--- src/rtl/lrupr_pkg.sv ---
package lrupr_pkg;

   localparam int MAX_FRAME_DEPTH = 16;
   localparam int PAGE_WIDTH      = 10;

   // index into the recency list and a count that can hold the depth itself
   localparam int IDX_WIDTH = (MAX_FRAME_DEPTH > 1) ? $clog2(MAX_FRAME_DEPTH) : 1;
   localparam int CNT_WIDTH = $clog2(MAX_FRAME_DEPTH + 1);

   localparam int FRAME_CFG_WIDTH = 5;
   localparam int TOTAL_WIDTH     = 32;

   typedef logic [IDX_WIDTH-1:0]   idx_type;
   typedef logic [CNT_WIDTH-1:0]   cnt_type;
   typedef logic [PAGE_WIDTH-1:0]  page_type;
   typedef logic [TOTAL_WIDTH-1:0] total_type;

   // one slot of the recency list
   typedef struct packed {
      logic     dirty;
      page_type page;
   } entry_type;

   typedef struct packed {
      logic     dirty;
      page_type page;
   } req_type;

   typedef struct packed {
      logic      hit;
      logic      evicted;
      logic      write_back;
      page_type  evicted_page;
      total_type fault_total;
      total_type writeback_total;
   } res_type;

   typedef enum logic [2:0] {
      ST_IDLE,
      ST_SCAN,
      ST_SH_RD,
      ST_SH_WR,
      ST_FRONT
   } state_type;

endpackage

--- src/rtl/lrupr_frame_ram.sv ---
module lrupr_frame_ram
   import lrupr_pkg::*;
(
   input  logic      clock,
   input  idx_type   rd_addr,
   output entry_type rd_data,
   input  logic      wr_en,
   input  idx_type   wr_addr,
   input  entry_type wr_data
);

   entry_type mem [MAX_FRAME_DEPTH];
   entry_type rd_data_ff;

   always_ff @(posedge clock) begin
      if (wr_en) begin
         mem[wr_addr] <= wr_data;
      end
      rd_data_ff <= mem[rd_addr];
   end

   assign rd_data = rd_data_ff;

endmodule

--- src/rtl/lrupr_seq.sv ---
module lrupr_seq
   import lrupr_pkg::*;
(
   input  logic      clock,
   input  logic      reset,
   input  logic      req_valid,
   output logic      req_ready,
   input  req_type   req,
   input  cnt_type   eff_frames,
   input  logic      out_free,
   output logic      res_valid,
   output res_type   res,
   output idx_type   rd_addr,
   input  entry_type rd_data,
   output logic      wr_en,
   output idx_type   wr_addr,
   output entry_type wr_data
);

   state_type state_ff, state_in;
   page_type  page_ff, page_in;
   logic      dirty_ff, dirty_in;
   cnt_type   rd_idx_ff, rd_idx_in;
   logic      cmp_vld_ff, cmp_vld_in;
   idx_type   cmp_idx_ff, cmp_idx_in;
   idx_type   sh_idx_ff, sh_idx_in;
   logic      hit_ff, hit_in;
   logic      evict_ff, evict_in;
   page_type  ev_page_ff, ev_page_in;
   logic      wb_ff, wb_in;
   logic      grow_ff, grow_in;
   cnt_type   used_ff, used_in;
   total_type faults_ff, faults_in;
   total_type wbs_ff, wbs_in;
   logic      decided;

   always_ff @(posedge clock) begin
      if (reset) begin
         state_ff   <= ST_IDLE;
         cmp_vld_ff <= 1'b0;
         used_ff    <= '0;
         faults_ff  <= '0;
         wbs_ff     <= '0;
      end else begin
         state_ff   <= state_in;
         cmp_vld_ff <= cmp_vld_in;
         used_ff    <= used_in;
         faults_ff  <= faults_in;
         wbs_ff     <= wbs_in;
      end
      page_ff    <= page_in;
      dirty_ff   <= dirty_in;
      rd_idx_ff  <= rd_idx_in;
      cmp_idx_ff <= cmp_idx_in;
      sh_idx_ff  <= sh_idx_in;
      hit_ff     <= hit_in;
      evict_ff   <= evict_in;
      ev_page_ff <= ev_page_in;
      wb_ff      <= wb_in;
      grow_ff    <= grow_in;
   end

   always_comb begin
      state_in   = state_ff;
      page_in    = page_ff;
      dirty_in   = dirty_ff;
      rd_idx_in  = rd_idx_ff;
      cmp_vld_in = 1'b0;
      cmp_idx_in = cmp_idx_ff;
      sh_idx_in  = sh_idx_ff;
      hit_in     = hit_ff;
      evict_in   = evict_ff;
      ev_page_in = ev_page_ff;
      wb_in      = wb_ff;
      grow_in    = grow_ff;
      used_in    = used_ff;
      faults_in  = faults_ff;
      wbs_in     = wbs_ff;
      decided    = 1'b0;
      req_ready  = 1'b0;
      res_valid  = 1'b0;
      rd_addr    = '0;
      wr_en      = 1'b0;
      wr_addr    = '0;
      wr_data    = rd_data;

      unique case (state_ff)
         ST_IDLE: begin
            req_ready = 1'b1;
            if (req_valid) begin
               page_in    = req.page;
               dirty_in   = req.dirty;
               hit_in     = 1'b0;
               evict_in   = 1'b0;
               ev_page_in = '0;
               wb_in      = 1'b0;
               grow_in    = 1'b0;
               rd_idx_in  = '0;
               sh_idx_in  = '0;
               if (used_ff == '0) begin
                  // empty list: straight into slot zero
                  grow_in  = 1'b1;
                  state_in = ST_FRONT;
               end else begin
                  state_in = ST_SCAN;
               end
            end
         end

         ST_SCAN: begin
            if (cmp_vld_ff) begin
               if (rd_data.page == page_ff) begin
                  decided   = 1'b1;
                  hit_in    = 1'b1;
                  dirty_in  = rd_data.dirty | dirty_ff;
                  sh_idx_in = cmp_idx_ff;
                  state_in  = (cmp_idx_ff == '0) ? ST_FRONT : ST_SH_RD;
               end else if (CNT_WIDTH'(cmp_idx_ff) == used_ff - CNT_WIDTH'(1)) begin
                  decided = 1'b1;
                  if (used_ff < eff_frames) begin
                     grow_in   = 1'b1;
                     sh_idx_in = IDX_WIDTH'(used_ff);
                     state_in  = ST_SH_RD;
                  end else begin
                     // list full: the tail just read is the victim
                     evict_in   = 1'b1;
                     ev_page_in = rd_data.page;
                     wb_in      = rd_data.dirty;
                     sh_idx_in  = cmp_idx_ff;
                     state_in   = (cmp_idx_ff == '0) ? ST_FRONT : ST_SH_RD;
                  end
               end
            end
            if (!decided && (rd_idx_ff < used_ff)) begin
               rd_addr    = IDX_WIDTH'(rd_idx_ff);
               cmp_vld_in = 1'b1;
               cmp_idx_in = IDX_WIDTH'(rd_idx_ff);
               rd_idx_in  = rd_idx_ff + CNT_WIDTH'(1);
            end
         end

         ST_SH_RD: begin
            rd_addr  = sh_idx_ff - IDX_WIDTH'(1);
            state_in = ST_SH_WR;
         end

         ST_SH_WR: begin
            // move slot sh_idx-1 into sh_idx, next read two below
            wr_en   = 1'b1;
            wr_addr = sh_idx_ff;
            wr_data = rd_data;
            if (sh_idx_ff == IDX_WIDTH'(1)) begin
               state_in = ST_FRONT;
            end else begin
               rd_addr   = sh_idx_ff - IDX_WIDTH'(2);
               sh_idx_in = sh_idx_ff - IDX_WIDTH'(1);
            end
         end

         ST_FRONT: begin
            if (out_free) begin
               wr_en         = 1'b1;
               wr_addr       = '0;
               wr_data.dirty = dirty_ff;
               wr_data.page  = page_ff;
               if (!hit_ff && (faults_ff != '1)) begin
                  faults_in = faults_ff + TOTAL_WIDTH'(1);
               end
               if (wb_ff && (wbs_ff != '1)) begin
                  wbs_in = wbs_ff + TOTAL_WIDTH'(1);
               end
               if (grow_ff) begin
                  used_in = used_ff + CNT_WIDTH'(1);
               end
               res_valid = 1'b1;
               state_in  = ST_IDLE;
            end
         end

         default: begin
            state_in = ST_IDLE;
         end
      endcase
   end

   always_comb begin
      res.hit             = hit_ff;
      res.evicted         = evict_ff;
      res.write_back      = wb_ff;
      res.evicted_page    = ev_page_ff;
      res.fault_total     = faults_in;
      res.writeback_total = wbs_in;
   end

   a_used_bounded: assert property (@(posedge clock) disable iff (reset)
      used_ff <= CNT_WIDTH'(MAX_FRAME_DEPTH))
      else $error("frame occupancy beyond built depth");

   a_shift_not_front: assert property (@(posedge clock) disable iff (reset)
      (state_ff == ST_SH_WR) |-> (sh_idx_ff != '0))
      else $error("shift writing slot zero");

   a_cmp_only_scan: assert property (@(posedge clock) disable iff (reset)
      cmp_vld_ff |-> (state_ff == ST_SCAN))
      else $error("compare pending outside scan");

   a_done_to_idle: assert property (@(posedge clock) disable iff (reset)
      res_valid |=> (state_ff == ST_IDLE))
      else $error("sequencer did not return to idle");

   a_hit_no_evict: assert property (@(posedge clock) disable iff (reset)
      res_valid |-> !(res.hit && (res.evicted || res.write_back)))
      else $error("hit reported with eviction");

endmodule

--- src/rtl/lru_page_replacement_dirty.sv ---
// LRU page replacement with dirty tracking. Each req item carries a page
// number and a dirty mark; each rsp item reports hit, eviction, the evicted
// page, whether it needs a write-back, and the running fault and write-back
// totals (both saturate at all ones). The recency list (slot 0 most recent)
// sits in a single-port-read synchronous RAM. One read port walks the list
// to find the page, then the same port walks it again to shift entries one
// slot down before the new front entry is written. No shift is needed for
// a hit at slot 0, for an eviction from a single occupied frame or for an
// empty list, which goes straight to the front write. One item is worked
// on at a time; a new item is taken while the previous result still waits
// in the rsp register. frame_count is written through csr_wr_en /
// csr_wr_data; the user must write it only while idle, and the block itself
// does not enforce this. 0 acts as 1 and values above the built depth act
// as the depth.
module lru_page_replacement_dirty
   import lrupr_pkg::*;
(
   input  logic                       clock,
   input  logic                       reset,
   // config write port
   input  logic                       csr_wr_en,
   input  logic [FRAME_CFG_WIDTH-1:0] csr_wr_data,   // frame_count
   // request channel
   input  logic                       req_tvalid,
   output logic                       req_tready,
   input  logic [15:0]                req_tdata,     // page_num[9:0], zero pad
   input  logic                       req_tuser,     // ref_dirty
   // response channel
   output logic                       rsp_tvalid,
   input  logic                       rsp_tready,
   output logic [79:0]                rsp_tdata,     // evicted_page[9:0],
                                                     // fault_total[41:10],
                                                     // writeback_total[73:42], zero pad
   output logic [2:0]                 rsp_tuser      // hit, evicted, write_back
);

   logic [FRAME_CFG_WIDTH-1:0] frame_count_ff;
   cnt_type                    eff_frames;

   logic      rsp_valid_ff, rsp_valid_in;
   res_type   rsp_ff;
   logic      out_free;

   req_type   req;
   logic      res_valid;
   res_type   res;

   idx_type   rd_addr;
   entry_type rd_data;
   logic      wr_en;
   idx_type   wr_addr;
   entry_type wr_data;

   // frame count register, reset to the full built depth
   always_ff @(posedge clock) begin
      if (reset) begin
         frame_count_ff <= FRAME_CFG_WIDTH'(16);
      end else if (csr_wr_en) begin
         frame_count_ff <= csr_wr_data;
      end
   end

   // clamp the configured count to 1..built depth
   always_comb begin
      priority if (frame_count_ff == '0) begin
         eff_frames = CNT_WIDTH'(1);
      end else if (32'(frame_count_ff) > MAX_FRAME_DEPTH) begin
         eff_frames = CNT_WIDTH'(MAX_FRAME_DEPTH);
      end else begin
         eff_frames = CNT_WIDTH'(frame_count_ff);
      end
   end

   // only the low page bits are significant
   assign req.page  = PAGE_WIDTH'(req_tdata[9:0]);
   assign req.dirty = req_tuser;

   // rsp output register, refilled as it drains
   assign out_free     = !rsp_valid_ff || rsp_tready;
   assign rsp_valid_in = res_valid || (rsp_valid_ff && !rsp_tready);

   always_ff @(posedge clock) begin
      if (reset) begin
         rsp_valid_ff <= 1'b0;
      end else begin
         rsp_valid_ff <= rsp_valid_in;
      end
      if (res_valid) begin
         rsp_ff <= res;
      end
   end

   assign rsp_tvalid = rsp_valid_ff;
   assign rsp_tuser  = {rsp_ff.write_back, rsp_ff.evicted, rsp_ff.hit};
   assign rsp_tdata  = {6'b0, rsp_ff.writeback_total, rsp_ff.fault_total,
                        10'(rsp_ff.evicted_page)};

   lrupr_seq u_seq (
      .clock      (clock),
      .reset      (reset),
      .req_valid  (req_tvalid),
      .req_ready  (req_tready),
      .req        (req),
      .eff_frames (eff_frames),
      .out_free   (out_free),
      .res_valid  (res_valid),
      .res        (res),
      .rd_addr    (rd_addr),
      .rd_data    (rd_data),
      .wr_en      (wr_en),
      .wr_addr    (wr_addr),
      .wr_data    (wr_data)
   );

   // recency list storage
   lrupr_frame_ram u_ram (
      .clock   (clock),
      .rd_addr (rd_addr),
      .rd_data (rd_data),
      .wr_en   (wr_en),
      .wr_addr (wr_addr),
      .wr_data (wr_data)
   );

endmodule

--- config.mk ---
export PLATFORM = sky130hd
export DESIGN_NAME = lru_page_replacement_dirty
export DESIGN_NICKNAME = d
export VERILOG_FILES = /design/src/rtl/lrupr_pkg.sv /design/src/rtl/lrupr_frame_ram.sv /design/src/rtl/lrupr_seq.sv /design/src/rtl/lru_page_replacement_dirty.sv
export SDC_FILE = /design/constraint.sdc
export NUM_CORES = 1
export LEC_CHECK = 0
export ABC_AREA = 1
export BUFFER_PORTS_ARGS = -buffer_cell sky130_fd_sc_hd__clkbuf_2
export CAP_MARGIN = 20
export CORE_MARGIN = 2
export CORE_UTILIZATION = 55
export DETAILED_ROUTE_END_ITERATION = 16
export MAX_ROUTING_LAYER = met4
export PLACE_DENSITY = 0.81
export SETUP_SLACK_MARGIN = 0.1
export SKIP_LAST_GASP = 1
export SLEW_MARGIN = 10
export SYNTH_ARGS = -nofsm -noshare
export SYNTH_HDL_FRONTEND = slang
export SYNTH_SLANG_ARGS = --single-unit
--- constraint.sdc ---
create_clock -name clock -period 4.3 [get_ports clock]
set_input_delay 0.215 -clock clock [delete_from_list [all_inputs] [get_ports clock]]
set_output_delay 0.215 -clock clock [all_outputs]
set_load 0.01 [all_outputs]
After elaboration in Yosys (flattened, before gate mapping)

Memory sizes are Yosys's and may differ from the RTL's. A register that Yosys moved wholly into a read port is not among the register bits.
Cells that the tools add are included.

Register bits: 194
Bits in writable memories: 176
Input port bits: 27
Memories: 1

Add/subtract/negate cells: 7
$lt $le $gt $ge: 3
Equal/unequal tests: 21
Mux-type cells: 76
Bitwise operators: 2
Reduce and logical (&&, ||, !) cells: 26

Memory list:

| name      | words | width | rd ports | clocked after Yosys merged registers in | wr ports | line                  | RTL |
|---|---|---|---|---|---|---|---|
| u_ram.mem | 16    | 11    | 1        | 1                                       | 1        | lrupr_frame_ram.sv:12 | `entry_type mem [MAX_FRAME_DEPTH];` |

Operator list:

| operator              | count |
|---|---|
| $mux 32               | 6 |
| $add 32x1->32 const B | 2 |
| $ne 32x32->1 const B  | 2 |
| $mux 10               | 5 |
| $mux 4                | 9 |
| $mux 1                | 30 |
| $mux 3                | 9 |
| $pmux 4 s3            | 2 |
| $mux 11               | 2 |
| $mux 5                | 4 |
| $pmux 10 s2           | 1 |
| $pmux 3 s5            | 1 |
| $ne 2x1->1 const B    | 6 |
| $pmux 1 s2            | 6 |
| $reduce_and 6->1      | 2 |
| $add 5x1->5 const B   | 2 |
| $eq 10x10->1          | 1 |
| $logic_not 5->1       | 2 |
| $lt 5x5->1            | 2 |
| $ne 2x2->1 const B    | 5 |
| $pmux 5 s2            | 1 |
| $reduce_and 5->1      | 2 |
| $eq 3x2->1 const B    | 2 |
| $reduce_and 3->1      | 2 |
| 21 further kinds      | 29 |

Longest topological paths before layout

Depth after elaboration: 10
Mapped depth: 20
Depth with buffers taken out: 19

Modules after synthesis

A second synthesis with hierarchy kept.

Cell total of the unflattened synthesis: 1805
Area, all modules: 16960.0 um^2

Modules (own cells, without submodules):

| module                     | times used | cells an instance | area each (um^2) | seq. area each (um^2) |
|---|---|---|---|---|
| lrupr_frame_ram            | 1          | 747               | 7848.8           | 5505.3 |
| lrupr_seq                  | 1          | 935               | 6496.2           | 2602.5 |
| lru_page_replacement_dirty | 1          | 123               | 2615.0           | 2432.3 |

Worst setup path before layout

OpenSTA, ideal clock, no wires.

Path type: reg-to-reg
From: reg u_seq.state_ff[2]
To: mem u_ram.mem[0][1] in the netlist's numbering (data pin)
Setup time: 512 ps
Arrival time: 4022 ps
Slack: -234 ps
Cell stages (with the launch flop): 7
Buffers on the path: 1
Path through: dfxtp_1 > inv_2 > nor3_2 > inv_2 > nor2_4 > clkbuf_1 > o21ai_0

RTL lines:

| item                     | line                  | RTL |
|---|---|---|
| start: declaration       | lrupr_seq.sv:20       | `state_type state_ff, state_in;` |
| start signal: assignment | lrupr_seq.sv:45       | `state_ff <= state_in;` |
| end: declaration         | lrupr_frame_ram.sv:12 |  |

Worst setup path after layout

From: reg u_seq.used_ff[0]
To: reg u_ram.rd_data[2] (netlist name)

Word-level cells in the longest chain between the ends: 10
Elaborated cells between the ends (all ways): 11
Classes of those cells: 1 x add/sub; 1 x order compare; 1 x eq/ne; 6 x mux; 2 x reduce/logical

RTL lines:

| item                     | line             | RTL |
|---|---|---|
| start: declaration       | lrupr_seq.sv:32  | `cnt_type used_ff, used_in;` |
| start signal: assignment | lrupr_seq.sv:47  | `used_ff <= used_in;` |
| $sub 5x1->5              | lrupr_seq.sv:118 | `end else if (CNT_WIDTH'(cmp_idx_ff) == used_ff - CNT_WIDTH'(1)) begin` |
| $eq 4x5->1               | lrupr_seq.sv:118 |  |
| $mux 1                   | lrupr_seq.sv:118 |  |
| $mux 1                   | lrupr_seq.sv:112 | `if (rd_data.page == page_ff) begin` |
| $mux 1                   | lrupr_seq.sv:111 | `if (cmp_vld_ff) begin` |
| $mux 1                   | lrupr_seq.sv:87  | `unique case (state_ff)` |
| $logic_not 1->1          | lrupr_seq.sv:134 | `if (!decided && (rd_idx_ff < used_ff)) begin` |
| $logic_and 1x1->1 *      | lrupr_seq.sv:134 |  |
| $mux 4 *                 | lrupr_seq.sv:134 |  |
| $pmux 4 s3 *             | lrupr_seq.sv:87  |  |

Mark *: on every way between the ends. The rest lies on a longest branch, timed or not. The select of a mux whose other input is x is not followed.
A chain may end at the register's enable or synchronous reset.

==> impl_metrics.ini <==
[clock_tree]
cts_tree = done
htree_levels = 2
path_clk_slew_ns = 0.06
cts.sinks = 381
cts.path.max_buffers = 3
cts_buffers = 39
clock_latency_ns = 0.55
root_buffer = clkbuf_16

[place]
io_buffers = 99
gp_congestion = 0.9100
post-place-ws_ns = 1.073
place_inst = 2277
dp.final_hpwl_um = 25370

[sta]
hold_violations = 0
setup_violations = 0
rsz0062_at_grt = no
worstMarginPinSlew_ns = 1.117
fin_setup_tns_ns = 0
max_slew_margin_pct = 25.28
fin_crit_ns = 3.328
drv_slew = 0
period_share_pct = 77.40
clock_skew_ns = 0.02888
worst_slack_ns = 0.9719
max_freq_mhz = 300.5

[synth]
syn_inst = 1817
synth_ff_type = edfxtp_1
synth_seq_cells = 381
yosys-top-cells-area = edfxtp_1 51%, dfxtp_1 10%, nand2_1 8.6%, nand3_1 6.8%, inv_1 6.1%
seq_area_frac_synth_pct = 61.37
yosysWarnings = 0
synth.distinct_cells = 42
postSynthAreaPerCell_um2 = 9.452
synth-edff-count = 291
synth_top_cell_area_share_pct = 50.88
synth_area_mm2 = 0.01717
yosysTopAreaCell = edfxtp_1
async_flop_share_pct = 0

[power_and_ir_drop]
internal-power_mw = 7.977
cellPowerDensity_mw_per_mm2 = 616.3
pwr-share-comb_pct = 28.1
vdd_drop_max_mv = 0.4037
p_seq_share_pct = 42.5
p_switching_mw = 4.149
p_sw_share_pct = 34.22
clkPwrFrac_pct = 29.4
p_leak_nw = 8.136

[worst_setup_path]
cp_max_fo = 88
timing.rr.start = u_seq.used_ff[0]
r2r_slack_ns = 0.97
r2r_end = u_ram.rd_data[2]
cp-start-kind = flop
crit_arrival_ns = 3.76
critPathKind = reg -> reg
crit_path_end_kind = flop
worst_ep_required_time_ns = 4.73
worst-r2r-cell-count = 17

[worst_hold_path]
min_delay_path_depth = 3
hp-class = in -> reg
min_from = csr_wr_en
hold-path-endpoint = frame_count_ff[0]

[route]
wl_per_cell_um = 17.08
finalWirelength_um = 40500
antenna_left = 0
drcViolationCount = 0
drtPass1Iterations = 6
vias = 13100
post_drt_via_cell_ratio = 5.524
drtIter0Drc = 1252

[die]
dieArea_mm2 = 0.03265
die_h_um = 180.7
num_rows = 64
start_util_pct = 56.00
die_w_um = 180.7
io_pins = 112
core_area_mm2 = 0.03067

[grt]
grt_max_degree = 89
grt_pass1_vias = 12720
gr-total-overflow = 0
grt_pass1_wl_um = 64400
grt_util_all_layers_pct = 25.31
antenna_found_initial = 0

[outcome]
status = completed

[finish]
fin_util_pct = 64.16
final_nets = 1988
mostFrequentLayoutCells = 394 x nand2_1, 291 x edfxtp_1, 279 x inv_1, 232 x nand3_1, 145 x nor2_1
layout_commonest_cell = nand2_1
antenna_cells = 0
instances_no_fill = 2371
drive_gt1_share_pct = 11.29
syn_to_final_growth_pct = 14.57
final.fill_count = 2319

[run]
cap_violations = 0
-- how the worst max path moves through the flow --
| stage | from | slack (ns) | to |
|---|---|---|---|
| after floorplan | rsp_tvalid | 1.34 | u_ram.mem[0][1] |
| after global placement | u_seq.used_ff[0] | 1.08 | u_ram.rd_data[9] |
| after detailed placement | u_seq.used_ff[0] | 1.07 | u_ram.rd_data[2] |
| after CTS | u_seq.used_ff[0] | 1.01 | u_ram.rd_data[9] |
| after global routing | u_seq.used_ff[0] | 0.75 | u_ram.rd_data[3] |
| final | u_seq.used_ff[0] | 0.97 | u_ram.rd_data[2] |
-- registers in the layout (all words and copies together), names as in the netlist --
signal            count
u_seq.ev_page_ff     10
u_seq.faults_ff      32
u_seq.dirty_ff        1
u_seq.cmp_vld_ff      1
u_seq.wb_ff           1
u_seq.state_ff        3
u_seq.rd_idx_ff       5
u_ram.mem           176
u_seq.wbs_ff         32
u_ram.rd_data        11
rsp_tuser             3
u_seq.grow_ff         1
rsp_tdata            74
frame_count_ff        5
u_seq.evict_ff        1
u_seq.cmp_idx_ff      4
u_seq.used_ff         5
u_seq.hit_ff          1
rsp_tvalid            1
u_seq.page_ff        10
u_seq.sh_idx_ff       4
-- logic make-up after synthesis --
logic type | after synthesis | share of synthesized area, %
other | 1 | 0.02184
DFF | 381 | 61.37
adders and majority gates | 17 | 1.239
buffers and inverters | 354 | 8.123
xor gates and xnor gates | 41 | 2.091
AOI/OAI and AO/OA | 126 | 3.854
and+or+nand+nor | 897 | 23.30
-- routing by layer --
metal	global-route usage (%)	wire length, um	vias up
met1	30.05	15360	6124
li1	-	-	6239
met2	42.81	20180	607
met5	-	0	-
met3	4.132	3337	128
met4	10.87	1611	0
-- stage by stage --
step,power [mW],instance area (um^2),hold slack (ns)
6_report,12.13,19680,0.02034
5_1_grt,12.67,19680,0.02043
4_1_cts,12.06,19640,0.004354
3_5_place_dp,8.499,18100,0.3936
3_3_place_gp,8.368,18100,0.3921
2_1_floorplan,7.319,17190,0.3139
-- power groups by stage --
| stage | Combinational [mW] | Sequential, mW | Clock [mW] |
|---|---|---|---|
| global placement | 3.17 | 5.20 | 0 |
| finish | 3.41 | 5.15 | 3.56 |
| detailed placement | 3.28 | 5.22 | 0 |
| floorplan | 2.10 | 5.22 | 0 |
| global route | 3.73 | 5.19 | 3.75 |
| CTS | 3.33 | 5.15 | 3.58 |
-- synthesized netlist by cell type (3+ instances only) --
cell type	count
inv_2	7
or2_2	7
nor4_1	8
nor2_1	145
nor3_2	4
and2_1	3
o22ai_1	5
inv_1	279
buf_2	26
a21oi_1	50
clkbuf_1	31
nand3_1	232
nand3b_1	26
xor2_1	37
nand2_2	4
o21ai_0	62
nor2_4	3
nand4_1	28
buf_4	9
nand2_1	394
nor3_1	35
ha_1	17
edfxtp_1	291
dfxtp_1	90
xnor2_1	4
-- worst max-delay path, cell delays in order (launching register included) --
cell and delay (ns):
dfxtp_1 0.48, inv_2 0.11, ha_1 0.34, nand2_1 0.07, inv_1 0.04, nor2_1 0.07
nand3_1 0.08, nor2_1 0.08, nand2_1 0.08, nand2_1 0.07, nand2_1 0.15, nand4_4 0.12
buf_4 0.76, nand3_1 0.22, nand3_1 0.16, nand3_1 0.15, nand3_1 0.13, nand2_1 0.08
-- timing repair --
action                                  CTS  global route
resized for setup                         0             0
endpoints found under the hold margin    15             0
endpoints found under the setup margin    0             0
setup buffers                             0             0
hold buffers                             17             0
-- area by class of cell --
| cell class | instances | area [um^2] | area share, % |
|---|---|---|---|
| well taps | 396 | 495.5 | 2.518 |
| inverters | 288 | 1081 | 5.494 |
| multi-input cells | 1087 | 5279 | 26.83 |
| clock inverters | 16 | 216.5 | 1.100 |
| repair buffers | 147 | 910.9 | 4.629 |
| flip-flops and latches | 381 | 10540 | 53.57 |
| clock buffers | 56 | 1154 | 5.863 |
Power figures use the tool's default switching activity.
